==> config.mk <==
export PLATFORM = sky130hd
export DESIGN_NAME = ai2d_div_stage
export DESIGN_NICKNAME = d
export VERILOG_FILES = /design/src/sv/ai2d_pkg.sv /design/src/sv/ai2d_div_stage.sv
export SDC_FILE = /design/constraint.sdc
export NUM_CORES = 2
export LEC_CHECK = 0
export BUFFER_PORTS_ARGS = -buffer_cell sky130_fd_sc_hd__buf_2
export CAP_MARGIN = 20
export CORE_AREA = 2 2 515 517
export CTS_CLUSTER_DIAMETER = 120
export DETAILED_ROUTE_END_ITERATION = 8
export DIE_AREA = 0 0 517 519
export PLACE_DENSITY = 0.32
export SYNTH_ARGS = -nofsm -noshare
export SYNTH_HDL_FRONTEND = slang
export SYNTH_SLANG_ARGS = --single-unit
export TNS_END_PERCENT = 100
==> constraint.sdc <==
create_clock -name clk -period 18.2 [get_ports clk]
set_input_delay 1.82 -clock clk [delete_from_list [all_inputs] [get_ports clk]]
set_output_delay 1.82 -clock clk [all_outputs]
set_load 0.01 [all_outputs]
==> src/sv/ai2d_pkg.sv <==
`default_nettype none
package ai2d_pkg;

  localparam int FRAC_BITS = 16;
  localparam int VAL_W     = 32;
  // Determinant magnitude and divider remainder width.
  localparam int DEN_W     = 2 * VAL_W;
  // Numerator magnitude width: translation terms are a 64-bit difference
  // shifted by FRAC_BITS; linear terms are 32 bits shifted by 2*FRAC_BITS.
  localparam int NUM_W     = DEN_W + FRAC_BITS;
  localparam int QUO_W     = VAL_W;
  localparam int DIV_STEPS = QUO_W;
  localparam int LANES     = 6;

  localparam logic [VAL_W-1:0] SAT_POS = {1'b0, {(VAL_W-1){1'b1}}};
  localparam logic [VAL_W-1:0] SAT_NEG = {1'b1, {(VAL_W-1){1'b0}}};
  localparam logic [VAL_W-1:0] ONE_FX  = VAL_W'(1) << FRAC_BITS;

  typedef struct packed {
    logic [DEN_W-1:0] rem;
    logic [QUO_W-1:0] nq;   // numerator bits still to shift in, quotient bits shifted out
    logic             neg;
    logic             big;  // quotient known to need more than QUO_W bits
  } ai2d_lane_t;

  typedef struct packed {
    ai2d_lane_t [LANES-1:0] lane;
    logic [DEN_W-1:0]       den;
    logic                   singular;
  } ai2d_div_t;

endpackage
`default_nettype wire

==> src/sv/ai2d_div_stage.sv <==
`default_nettype none
module ai2d_div_stage import ai2d_pkg::*; (
  input  wire logic      clk,
  input  wire logic      rst_n,
  input  wire logic      in_valid,
  output logic           in_ready,
  input  wire ai2d_div_t in_data,
  output logic           out_valid,
  input  wire logic      out_ready,
  output ai2d_div_t      out_data
);

  logic      v_r;
  ai2d_div_t d_r, d_nxt;
  logic [DEN_W:0] trial, diff;
  logic           ge;

  assign in_ready  = !v_r || out_ready;
  assign out_valid = v_r;
  assign out_data  = d_r;

  // One restoring division step per lane.
  always_comb begin
    d_nxt = in_data;
    trial = '0;
    diff  = '0;
    ge    = 1'b0;
    for (int i = 0; i < LANES; i++) begin
      trial = {in_data.lane[i].rem, in_data.lane[i].nq[QUO_W-1]};
      diff  = trial - {1'b0, in_data.den};
      ge    = (trial >= {1'b0, in_data.den});
      d_nxt.lane[i].rem = ge ? diff[DEN_W-1:0] : trial[DEN_W-1:0];
      d_nxt.lane[i].nq  = {in_data.lane[i].nq[QUO_W-2:0], ge};
    end
  end

  always_ff @(posedge clk) begin
    if (!rst_n) begin
      v_r <= 1'b0;
    end else if (in_ready) begin
      v_r <= in_valid;
    end
  end

  always_ff @(posedge clk) begin
    if (in_ready) begin
      d_r <= d_nxt;
    end
  end

endmodule
`default_nettype wire

==> impl_summary.md <==
Worst setup path
The type of element launching the critical path is an input pin. Of all nets on the critical path, the largest fanout is 65. The critical path arrival is 7.90 ns. The most critical setup path has its endpoint at out_data[106].

The reg-to-reg critical path startpoint is out_valid. The critical path is of the input pin to flip-flop type. The worst-case register-to-register setup slack is 14.59 ns. The end of the worst register-to-register path is out_data[71]. On the critical path, the stage with the largest delay is an instance of o41ai_4. The critical path goes through buf_2, inv_1, ha_1, nand2b_1, a21oi_1, o211ai_1, a31oi_1, o21ai_1, a2111oi_2, o211ai_1, o211a_1, o41ai_4, buf_4, buf_4, mux2_2. The worst endpoint required time is 18.69 ns. The sort of element at the end of the critical path is a flip-flop.

Tracing the worst setup path back leads to its startpoint at in_data[2]. Counting cells, the worst reg-to-reg path comes to 4. The largest single stage delay on the critical path is 0.79 ns.

Clocking
The post-CTS setup-driven buffer insertion count is 0. The post-cts sizing count is 0. The CTS tree is done. Clock latency on the worst-skew pair, taken at its later pin, is 0.75 ns. The count of hold buffers inserted by post-cts repair is 0. TritonCTS created 94 clock buffers. After clock tree synthesis, the clock-pin slew on the worst setup and hold paths is 0.06 ns. The H-tree was split into 3 levels. The tree is rooted in a clkbuf_16. The buffer levels on the longest clock path is 3. The tree built by TritonCTS fans out to 654 sinks.

Yosys
After synthesis, the netlist uses 94 different library cells. The synthesized netlist occupies a cell area of 0.0469 mm^2. The commonest register cell after synthesis is edfxtp_1.

For this run, the register share of the synthesized area comes to 41.9%. The most common cell in the netlist is edfxtp_1. The number of enable-type register cells in the synthesized netlist is 653. The number of warnings issued by yosys is 0.

Ranked by total cell area, the synthesized netlist is headed by edfxtp_1 42%, ha_1 10%, a21oi_1 6.1%, xnor2_1 4.0%, a21o_1 3.7%. Counting instances in the post-synthesis netlist gives the leading cell types as 653 x edfxtp_1, 573 x a21oi_1, 416 x nand2_1. The average size of a mapped cell is 9.78 um^2.

The number of nets in the synthesized netlist is 5,839. In the synthesized netlist the async set-or-reset flop fraction comes to 0%. The synthesized netlist cell count is 4,792.

The proportion of netlist area held by the largest area contributor is 41.9%. The number of flip-flops and latches in the synthesized netlist is 654. The cell type with the highest aggregate area in the netlist is edfxtp_1.

GRT
The number of global-route vias before repair is 44.9k. The overall fraction of global-route tracks in use is 20.2%. The number of antenna violations at the first check in global routing is 134. The pin count of the biggest net entering global routing is 146. For this run the aggregate overflow at the end of global routing stands at 0. The first global-routing pass estimated 376,000 um of wire.

Worst hold path
The worst hold path belongs to the class flip-flop to flip-flop. In this run the most critical hold path is launched from out_valid.

Detailed routing
The detail route stage leaves a number of antenna-violating nets equal to 0. The first TritonRoute pass finished after 5 iterations. The remaining design rule violation count is 0.

The number of DRC markers after the initial detailed-route iteration is 2,500. The total length of routed wires is 283,000 um. The total number of vias is 44.1k. The wire length per cell is 29.3 um. The number of vias per cell after detailed routing is 4.57.

Floorplanning
Measured along the y axis, the die boundary spans 519 um. The core area is 0.263 mm^2. Row generation in the floorplan step produced 189 rows. For this design the top-level I/O count stands at 1,312. Measured along the x axis, the die boundary spans 517 um. The die footprint is 0.268 mm^2. The effective utilization at floorplan is 17.8%.

Timing
The clock arrives with 0.0648 ns of skew. The total negative setup slack is 0 ns. The worst hold slack is 0.993 ns. The number of setup violations in the final report is 0. The number of hold violations in the final report is 0. Measured against its own limit, the worst slew margin works out to 25.5%. Setup repair after global routing left no endpoint under its margin. For this run, the top clock speed supported by timing is 135 MHz. The final count of pins violating max slew came to 0. The slew of the pin with the lowest slew margin is 1.12 ns.

Of the available clock period, the critical path in the final layout requires 40.7%. The time the final worst path needs with I/O delays and setup is 7.41 ns.

Layout
The synthesis-to-finish area growth is 29.2%. The finished layout holds 9,667 standard cells, fillers aside. The final core utilization is 23.0%. The share of post-route cells with drive strength above 1 is 27.2%. The count of nets after finishing is 7,073. The total of fill cells in the finished design is 29.1k.

Flow run
Max-cap violations in this run came to 0.

Run status
The flow ran to the end, and the final reports show no timing, DRC or antenna violations.

Placed design
Input and output buffers added on the ports amount to 1,311. Counting tap cells, the placed design contains a total of 9,463 instances. The HPWL after detailed placement is 240,000 um. The global placer's final weighted congestion is 0.864.

Power and ir drop
The design draws 5.81 mW. Across the VDD grid, the largest voltage drop is 71.8 uV. The power density of the placed cells is 95.9 mW/mm^2. The analysis attributes to cell leakage a power of 25.7 nW.
## power breakdown
group | switching (mW) | internal [mW]
registers | 0.0969 | 1.95
clock network | 0.825 | 1.07
logic | 1.21 | 0.661
total | 2.13 | 3.67
## layout by cell type, fill, tap and decap left out, types with 27 or more instances in the layout
master        n
nor4_1       27
xnor2_1     212
buf_4        40
and3_1       38
mux2_4       44
a31oi_1      46
xor2_1      140
nand2b_1     39
edfxtp_1    653
nand3_1      85
ha_1        384
clkbuf_16    95
diode_2      38
a211oi_1     36
and2_1       29
o21a_1       43
nand4_1     112
buf_2      1311
nor3_1       58
o21ai_0     313
o21bai_1     86
nor2_1      351
nand2_1     416
nor2b_1      35
inv_1       186
mux2_2       60
o211ai_1     34
a21o_1      232
a21oi_1     572
## flip-flops by register name (all words and copies together), names as in the netlist
signal / count
out_data: 653
out_valid: 1
## routing by layer
layer  vias to the layer above  routed length (um)  track usage [%]
met3                       420               19400             5.06
met2                      1543              144000             36.6
met4                        86               12600             8.45
li1                      20500                   -                -
met1                     21600              107000             22.2
met5                         -                 565                0
## worst min-delay path by stage
stage	cells past startpoint	slack, ns	to
after global placement	2	1.00	out_valid
after CTS	1	1.02	out_data[442]
after global routing	1	1.05	out_data[442]
after floorplan	0	1.92	out_data[0]
after detailed placement	1	1.01	out_data[48]
final	2	0.99	out_valid
## through the flow
step / cell area (um^2) / worst slack, ns
after floorplan: 46900 / 6.42
after global routing: 60500 / 10.48
after detailed placement: 57300 / 10.03
final: 60500 / 10.79
after global placement: 57300 / 9.84
after CTS: 60400 / 10.86
## layout make-up
type	count	area, um^2	share of cell area, %
Clock buffer	109	2430	4.01
Tap cell	3533	4420	7.30
Antenna cell	38	95.1	0.157
Sequential cell	654	19600	32.4
Timing Repair Buffer	1355	6940	11.5
Inverter	186	698	1.15
Multi-Input combinational cell	3735	25700	42.4
Clock inverter	57	656	1.08
## worst max-delay path, delay by kind of cell
kind / cells / cell delay (ns)
compound gates: 8 / 3.04
buf+inv: 4 / 1.95
fa+ha+maj: 1 / 0.44
mux: 1 / 0.41
simple gates: 1 / 0.08
## cells by family after synthesis
group,count (synthesis),synth area share (%)
compound gates,1596,21.4
xor+xnor,352,6.58
fa+ha+maj,390,10.5
buf+inv,403,3.47
flops,654,41.9
mux,132,3.50
simple gates,1265,12.6
(Power assumes the default switching activity.)
