--- src/sv/ai2d_pkg.sv ---
`default_nettype none
package ai2d_pkg;

  localparam int FRAC_BITS = 16;
  localparam int VAL_W     = 32;
  // Determinant magnitude and divider remainder width.
  localparam int DEN_W     = 2 * VAL_W;
  // Numerator magnitude width: translation terms are a 64-bit difference
  // shifted by FRAC_BITS; linear terms are 32 bits shifted by 2*FRAC_BITS.
  localparam int NUM_W     = DEN_W + FRAC_BITS;
  localparam int QUO_W     = VAL_W;
  localparam int DIV_STEPS = QUO_W;
  localparam int LANES     = 6;

  localparam logic [VAL_W-1:0] SAT_POS = {1'b0, {(VAL_W-1){1'b1}}};
  localparam logic [VAL_W-1:0] SAT_NEG = {1'b1, {(VAL_W-1){1'b0}}};
  localparam logic [VAL_W-1:0] ONE_FX  = VAL_W'(1) << FRAC_BITS;

  typedef struct packed {
    logic [DEN_W-1:0] rem;
    logic [QUO_W-1:0] nq;   // numerator bits still to shift in, quotient bits shifted out
    logic             neg;
    logic             big;  // quotient known to need more than QUO_W bits
  } ai2d_lane_t;

  typedef struct packed {
    ai2d_lane_t [LANES-1:0] lane;
    logic [DEN_W-1:0]       den;
    logic                   singular;
  } ai2d_div_t;

endpackage
`default_nettype wire

--- src/sv/ai2d_back.sv ---
`default_nettype none
module ai2d_back import ai2d_pkg::*; (
  input  wire logic                   clk,
  input  wire logic                   rst_n,
  input  wire logic                   in_valid,
  output logic                        in_ready,
  input  wire ai2d_div_t              in_data,
  output logic                        out_valid,
  input  wire logic                   out_ready,
  output logic [LANES-1:0][VAL_W-1:0] out_val,
  output logic                        out_singular,
  output logic                        out_overflow
);

  logic                        v_r;
  logic [LANES-1:0][VAL_W-1:0] val_r, val_nxt;
  logic                        sing_r, ovf_r, ovf_nxt;
  logic [LANES-1:0]            sat;
  logic [QUO_W-1:0]            q;

  assign in_ready     = !v_r || out_ready;
  assign out_valid    = v_r;
  assign out_val      = val_r;
  assign out_singular = sing_r;
  assign out_overflow = ovf_r;

  always_comb begin
    q   = '0;
    sat = '0;
    for (int i = 0; i < LANES; i++) begin
      q = in_data.lane[i].nq;
      // A negative result may reach one step further than a positive one.
      sat[i] = in_data.lane[i].big ||
               (in_data.lane[i].neg ? (q > SAT_NEG) : q[QUO_W-1]);
      if (sat[i]) begin
        val_nxt[i] = in_data.lane[i].neg ? SAT_NEG : SAT_POS;
      end else begin
        val_nxt[i] = in_data.lane[i].neg ? (~q + 1'b1) : q;
      end
    end
    ovf_nxt = |sat;
    if (in_data.singular) begin
      val_nxt = '0;
      val_nxt[0] = ONE_FX;
      val_nxt[3] = ONE_FX;
      ovf_nxt = 1'b0;
    end
  end

  always_ff @(posedge clk) begin
    if (!rst_n) begin
      v_r <= 1'b0;
    end else if (in_ready) begin
      v_r <= in_valid;
    end
  end

  always_ff @(posedge clk) begin
    if (in_ready) begin
      val_r  <= val_nxt;
      sing_r <= in_data.singular;
      ovf_r  <= ovf_nxt;
    end
  end

endmodule
`default_nettype wire

--- config.mk ---
export PLATFORM = sky130hd
export DESIGN_NAME = ai2d_back
export DESIGN_NICKNAME = d
export VERILOG_FILES = /design/src/sv/ai2d_pkg.sv /design/src/sv/ai2d_back.sv
export SDC_FILE = /design/constraint.sdc
export NUM_CORES = 1
export LEC_CHECK = 0
export ABC_CLOCK_PERIOD_IN_PS = 13800
export BUFFER_PORTS_ARGS = -buffer_cell sky130_fd_sc_hd__buf_2
export CORE_AREA = 5 5 332 334
export DETAILED_ROUTE_END_ITERATION = 12
export DIE_AREA = 0 0 337 339
export PLACE_DENSITY = 0.35
export RECOVER_POWER = 50
export SLEW_MARGIN = 20
export SYNTH_ARGS = -nofsm -noshare
export SYNTH_HDL_FRONTEND = slang
export SYNTH_SLANG_ARGS = --single-unit
export TNS_END_PERCENT = 5
--- constraint.sdc ---
create_clock -name clk -period 13.8 [get_ports clk]
set_input_delay 2.76 -clock clk [delete_from_list [all_inputs] [get_ports clk]]
set_output_delay 2.76 -clock clk [all_outputs]
set_load 0.01 [all_outputs]
==> results.md <==
| Item | Reported | Unit |
|---|---|---|
| Required @ worst endpoint | 13940 | ps |
| Average detailed-routed wire length per instance | 20.58 | um |
| Number of clock buffers inserted by TritonCTS | 17 | - |
| Starting density of the core | 0.1302 | - |
| Layout cells sized above 1 | 0.1566 | - |
| Worst Reg2Reg Path Length in Cells | 4 | - |
| Violations in the final reports | capacitance limit, slew limit | - |
| Post-synthesis instance area | 13880 | um^2 |
| End of the worst register-to-register path | out_val[15] | - |
| CP Data Arrival Time | 8430 | ps |
| End point of the worst hold path | out_val[114] | - |
| Critical register-to-register path startpoint | out_valid | - |
| Maximum Capacitance Violations | 3 | - |
| Count of hold buffers inserted by post-cts repair | 0 | - |
| Detailed router's first-iteration violation count | 850 | - |
| Register-to-register setup slack | 7590 | ps |
| Number of iterations in the first detailed-routing pass | 5 | - |
| Fill cells | 12138 | - |
| Most used flip-flop cell after synthesis | sky130_fd_sc_hd__edfxtp_1 | - |
| Initial antenna violation count | 32 | - |
| Die ar. | 114200 | um^2 |
| Post-layout utilization of the core | 0.1668 | - |
| Setup crit start kind | input pin | - |
| Post-cts resize count | 0 | - |
| Area of placed instances | 17390 | um^2 |
| Insertion delay of the later-clocked pin in the worst-skew pair | 510 | ps |
| CTS tree | done | - |
| Worst Max-Slew Pin Slew | 3636 | ps |
| Worst hold path type | reg2reg | - |
| Yosys warning total | 0 | - |
| Layout area overhead | 28.12 | % |
| Pwr per Cell Area | 91.83 | nW/um^2 |
| Highest clock frequency the design can meet | 120.6 | MHz |
| Combined global-route utilization of all metal layers | 0.1160 | - |
| Status | finished with violations | - |
| Synthesized netlist cell count | 1589 | - |
| Pin count of the biggest net entering global routing | 72 | - |
| DIE WIDTH | 337 | um |
| Final total negative setup slack | 0 | ps |
| Total via count after detailed routing | 14085 | - |
| Finish-stage setup viols | 0 | - |
| Row count | 120 | - |
| Final Max Tran Viols | 167 | - |
| Largest buffer count on any clock path | 2 | - |
| Routability-driven placement congestion ratio | 0.7862 | - |
| Worst hold start | out_valid | - |
| Top-Level Pins | 853 | - |
| Clk sinks | 195 | - |
| Part of the power in the clock network | 0.342 | - |
| Post-route DRC | 0 | - |
| Multi-input logic area | 7491 | um^2 |
| Floorplan core area | 106600 | um^2 |
| Number of global-route vias before repair | 13485 | - |
| Post-DRT Antenna Nets | 0 | - |
| Async set-reset flop share out of synthesis | 0 | - |
| Worst Setup End Kind | flop | - |
| Synth unique cells | 76 | - |
| Count of cells along the worst hold path | 1 | - |
| CTS Root Buffer Type | sky130_fd_sc_hd__clkbuf_16 | - |
| Die height | 339 | um |
| Flip-flop and latch count after synthesis | 195 | - |
| Normalized max-slew margin | -1.424 | - |
| Post-Syn Area per Cell | 8.736 | um^2 |
| Number of synthesized flops with an enable pin | 194 | - |
| Net switching fraction of the power | 0.3460 | - |
| Detailed-placement wirelength estimate | 52650 | um |
| Count of H-tree levels built during CTS | 4 | - |
| Post-CTS Setup Bufs | 0 | - |
| Final Critical Period | 8291 | ps |
| Total leakage power | 6.048 | nW |
| RSZ-0062 raised after global routing | false | - |
| Mapped Nets | 2252 | - |
| Combined flip-flop and latch cell area | 5846 | um^2 |
| Post-Route Skew | 8.588 | ps |
| Sequential Power Share | 0.447 | - |
| Most common library cell in the layout ignoring fill and taps | sky130_fd_sc_hd__nor2_1 | - |
| Setup CP Type | in2reg | - |
| Portion of total power attributed to combinational logic | 0.211 | - |
| First-pass GRT wire length | 97780 | um |
| Post-layout total power | 1.633 | mW |
| Sequential-to-total area share from yosys stat | 0.4211 | - |
| Sum of routed wire length over all layers | 68780 | um |
| Net Switching | 565.0 | uW |
| Count of input and output buffers | 404 | - |
| Number of nets in the layout | 2578 | - |
| Period Utilization, post-route | 0.6008 | - |
| Post-route cell area | 17780 | um^2 |
| Clock input transition at the sequential cells of the worst setup and hold paths | 90 | ps |
| Worst IR drop on VDD | 0.00006959 | V |
| Cell internal pwr | 1.068 | mW |
| Final hold viol count | 0 | - |
| Commonest non-fill, non-tap cells in the layout | sky130_fd_sc_hd__nor2_1 (292), sky130_fd_sc_hd__buf_2 (208), sky130_fd_sc_hd__clkbuf_1 (197), sky130_fd_sc_hd__edfxtp_1 (194), sky130_fd_sc_hd__a21oi_1 (117) | - |
| Vias per cell | 4.215 | - |
| Global-route congestion overflow total | 0 | - |
| Maximum fanout encountered on the critical timing path | 54 | - |
per-layer routing:
layer,GRT usage,wire length (um)
met1,0.1449,29790
met2,0.1872,31500
met3,0.04791,6306
met4,0.02579,1029
met5,0,150
state kept, by name, summed over array words and instances (netlist names):
register,count
out_val,192
out_overflow,1
out_singular,1
out_valid,1
cell usage after synthesis (6+ instances only):
cell type / n / area share
sky130_fd_sc_hd__nor2_1: 292 / 0.079
sky130_fd_sc_hd__edfxtp_1: 194 / 0.42
sky130_fd_sc_hd__a21oi_1: 118 / 0.043
sky130_fd_sc_hd__clkbuf_1: 102 / 0.028
sky130_fd_sc_hd__nor3_1: 90 / 0.032
sky130_fd_sc_hd__nand2_1: 81 / 0.022
sky130_fd_sc_hd__o22a_1: 79 / 0.050
sky130_fd_sc_hd__mux2i_1: 52 / 0.037
sky130_fd_sc_hd__nor4_1: 50 / 0.023
sky130_fd_sc_hd__o21ai_0: 49 / 0.018
sky130_fd_sc_hd__o21bai_1: 42 / 0.023
sky130_fd_sc_hd__a211oi_1: 39 / 0.021
sky130_fd_sc_hd__nor2b_1: 39 / 0.018
sky130_fd_sc_hd__nand2b_1: 36 / 0.016
sky130_fd_sc_hd__inv_1: 34 / 0.0092
sky130_fd_sc_hd__nand3_1: 26 / 0.0094
sky130_fd_sc_hd__a31oi_1: 24 / 0.011
sky130_fd_sc_hd__nor3b_1: 21 / 0.011
sky130_fd_sc_hd__or3_1: 17 / 0.0077
sky130_fd_sc_hd__or4_1: 15 / 0.0081
sky130_fd_sc_hd__a21o_1: 14 / 0.0076
sky130_fd_sc_hd__and3_1: 12 / 0.0054
sky130_fd_sc_hd__mux2_2: 11 / 0.0089
sky130_fd_sc_hd__buf_2: 10 / 0.0036
sky130_fd_sc_hd__or2_2: 10 / 0.0045
sky130_fd_sc_hd__and4_1: 8 / 0.0050
sky130_fd_sc_hd__nand4_1: 8 / 0.0036
sky130_fd_sc_hd__xor2_1: 7 / 0.0044
sky130_fd_sc_hd__a311oi_1: 6 / 0.0038
sky130_fd_sc_hd__ha_1: 6 / 0.0054
sky130_fd_sc_hd__o21a_1: 6 / 0.0032
sky130_fd_sc_hd__o41ai_1: 6 / 0.0038
sky130_fd_sc_hd__xnor2_1: 6 / 0.0038
area by class of cell:
| type | instances | share of cell area |
|---|---|---|
| well taps | 1403 | 0.09871 |
| multi-input cells | 1244 | 0.4212 |
| flip-flops and latches | 195 | 0.3287 |
| clock buffers | 17 | 0.02392 |
| diodes | 11 | 0.001548 |
| repair buffers | 422 | 0.1075 |
| inverters | 35 | 0.007387 |
| clock inverters | 15 | 0.01105 |
cell families (layout without fill, tap and decap cells):
family,count (synthesis),after routing,share of synthesized area
xor gates and xnor gates,13,13,0.008203
buffers and inverters,150,489,0.04200
muxes,63,63,0.04642
DFF,195,195,0.4211
other,0,11,0
adders and majority gates,6,6,0.005408
and+or+nand+nor,740,740,0.2679
AOI/OAI and AO/OA,422,422,0.2089
through the flow:
stage | hold slack, ps | worst slack [ps] | instances
6_report | 1861 | 5509 | 3342
5_1_grt | 2031 | 4998 | 3332
4_1_cts | 1078 | 7411 | 3331
3_5_place_dp | 1062 | 7049 | 3299
3_3_place_gp | 1052 | 7062 | 3299
2_1_floorplan | 2859 | 3542 | 1589
worst max path at each step:
stage	start	to
after floorplan	out_ready	in_ready
after global placement	in_data[361]	out_overflow
after detailed placement	in_data[361]	out_overflow
after CTS	out_ready	in_ready
after global routing	out_ready	out_val[9]
final	out_ready	out_val[15]
power groups by stage:
stage / Combinational (mW) / Clock (mW) / Sequential (mW)
floorplan: 0.141 / 0 / 0.770
global placement: 0.365 / 0 / 0.743
detailed placement: 0.365 / 0 / 0.741
CTS: 0.367 / 0.591 / 0.731
global route: 0.381 / 0.607 / 0.736
finish: 0.344 / 0.558 / 0.731
worst max-delay path, cell delays in order:
cell and delay (ps):
sky130_fd_sc_hd__buf_2 70, sky130_fd_sc_hd__nand2b_1 1460, sky130_fd_sc_hd__clkbuf_1 2350, sky130_fd_sc_hd__buf_4 920, sky130_fd_sc_hd__buf_4 720
(Power assumes the default switching activity.)
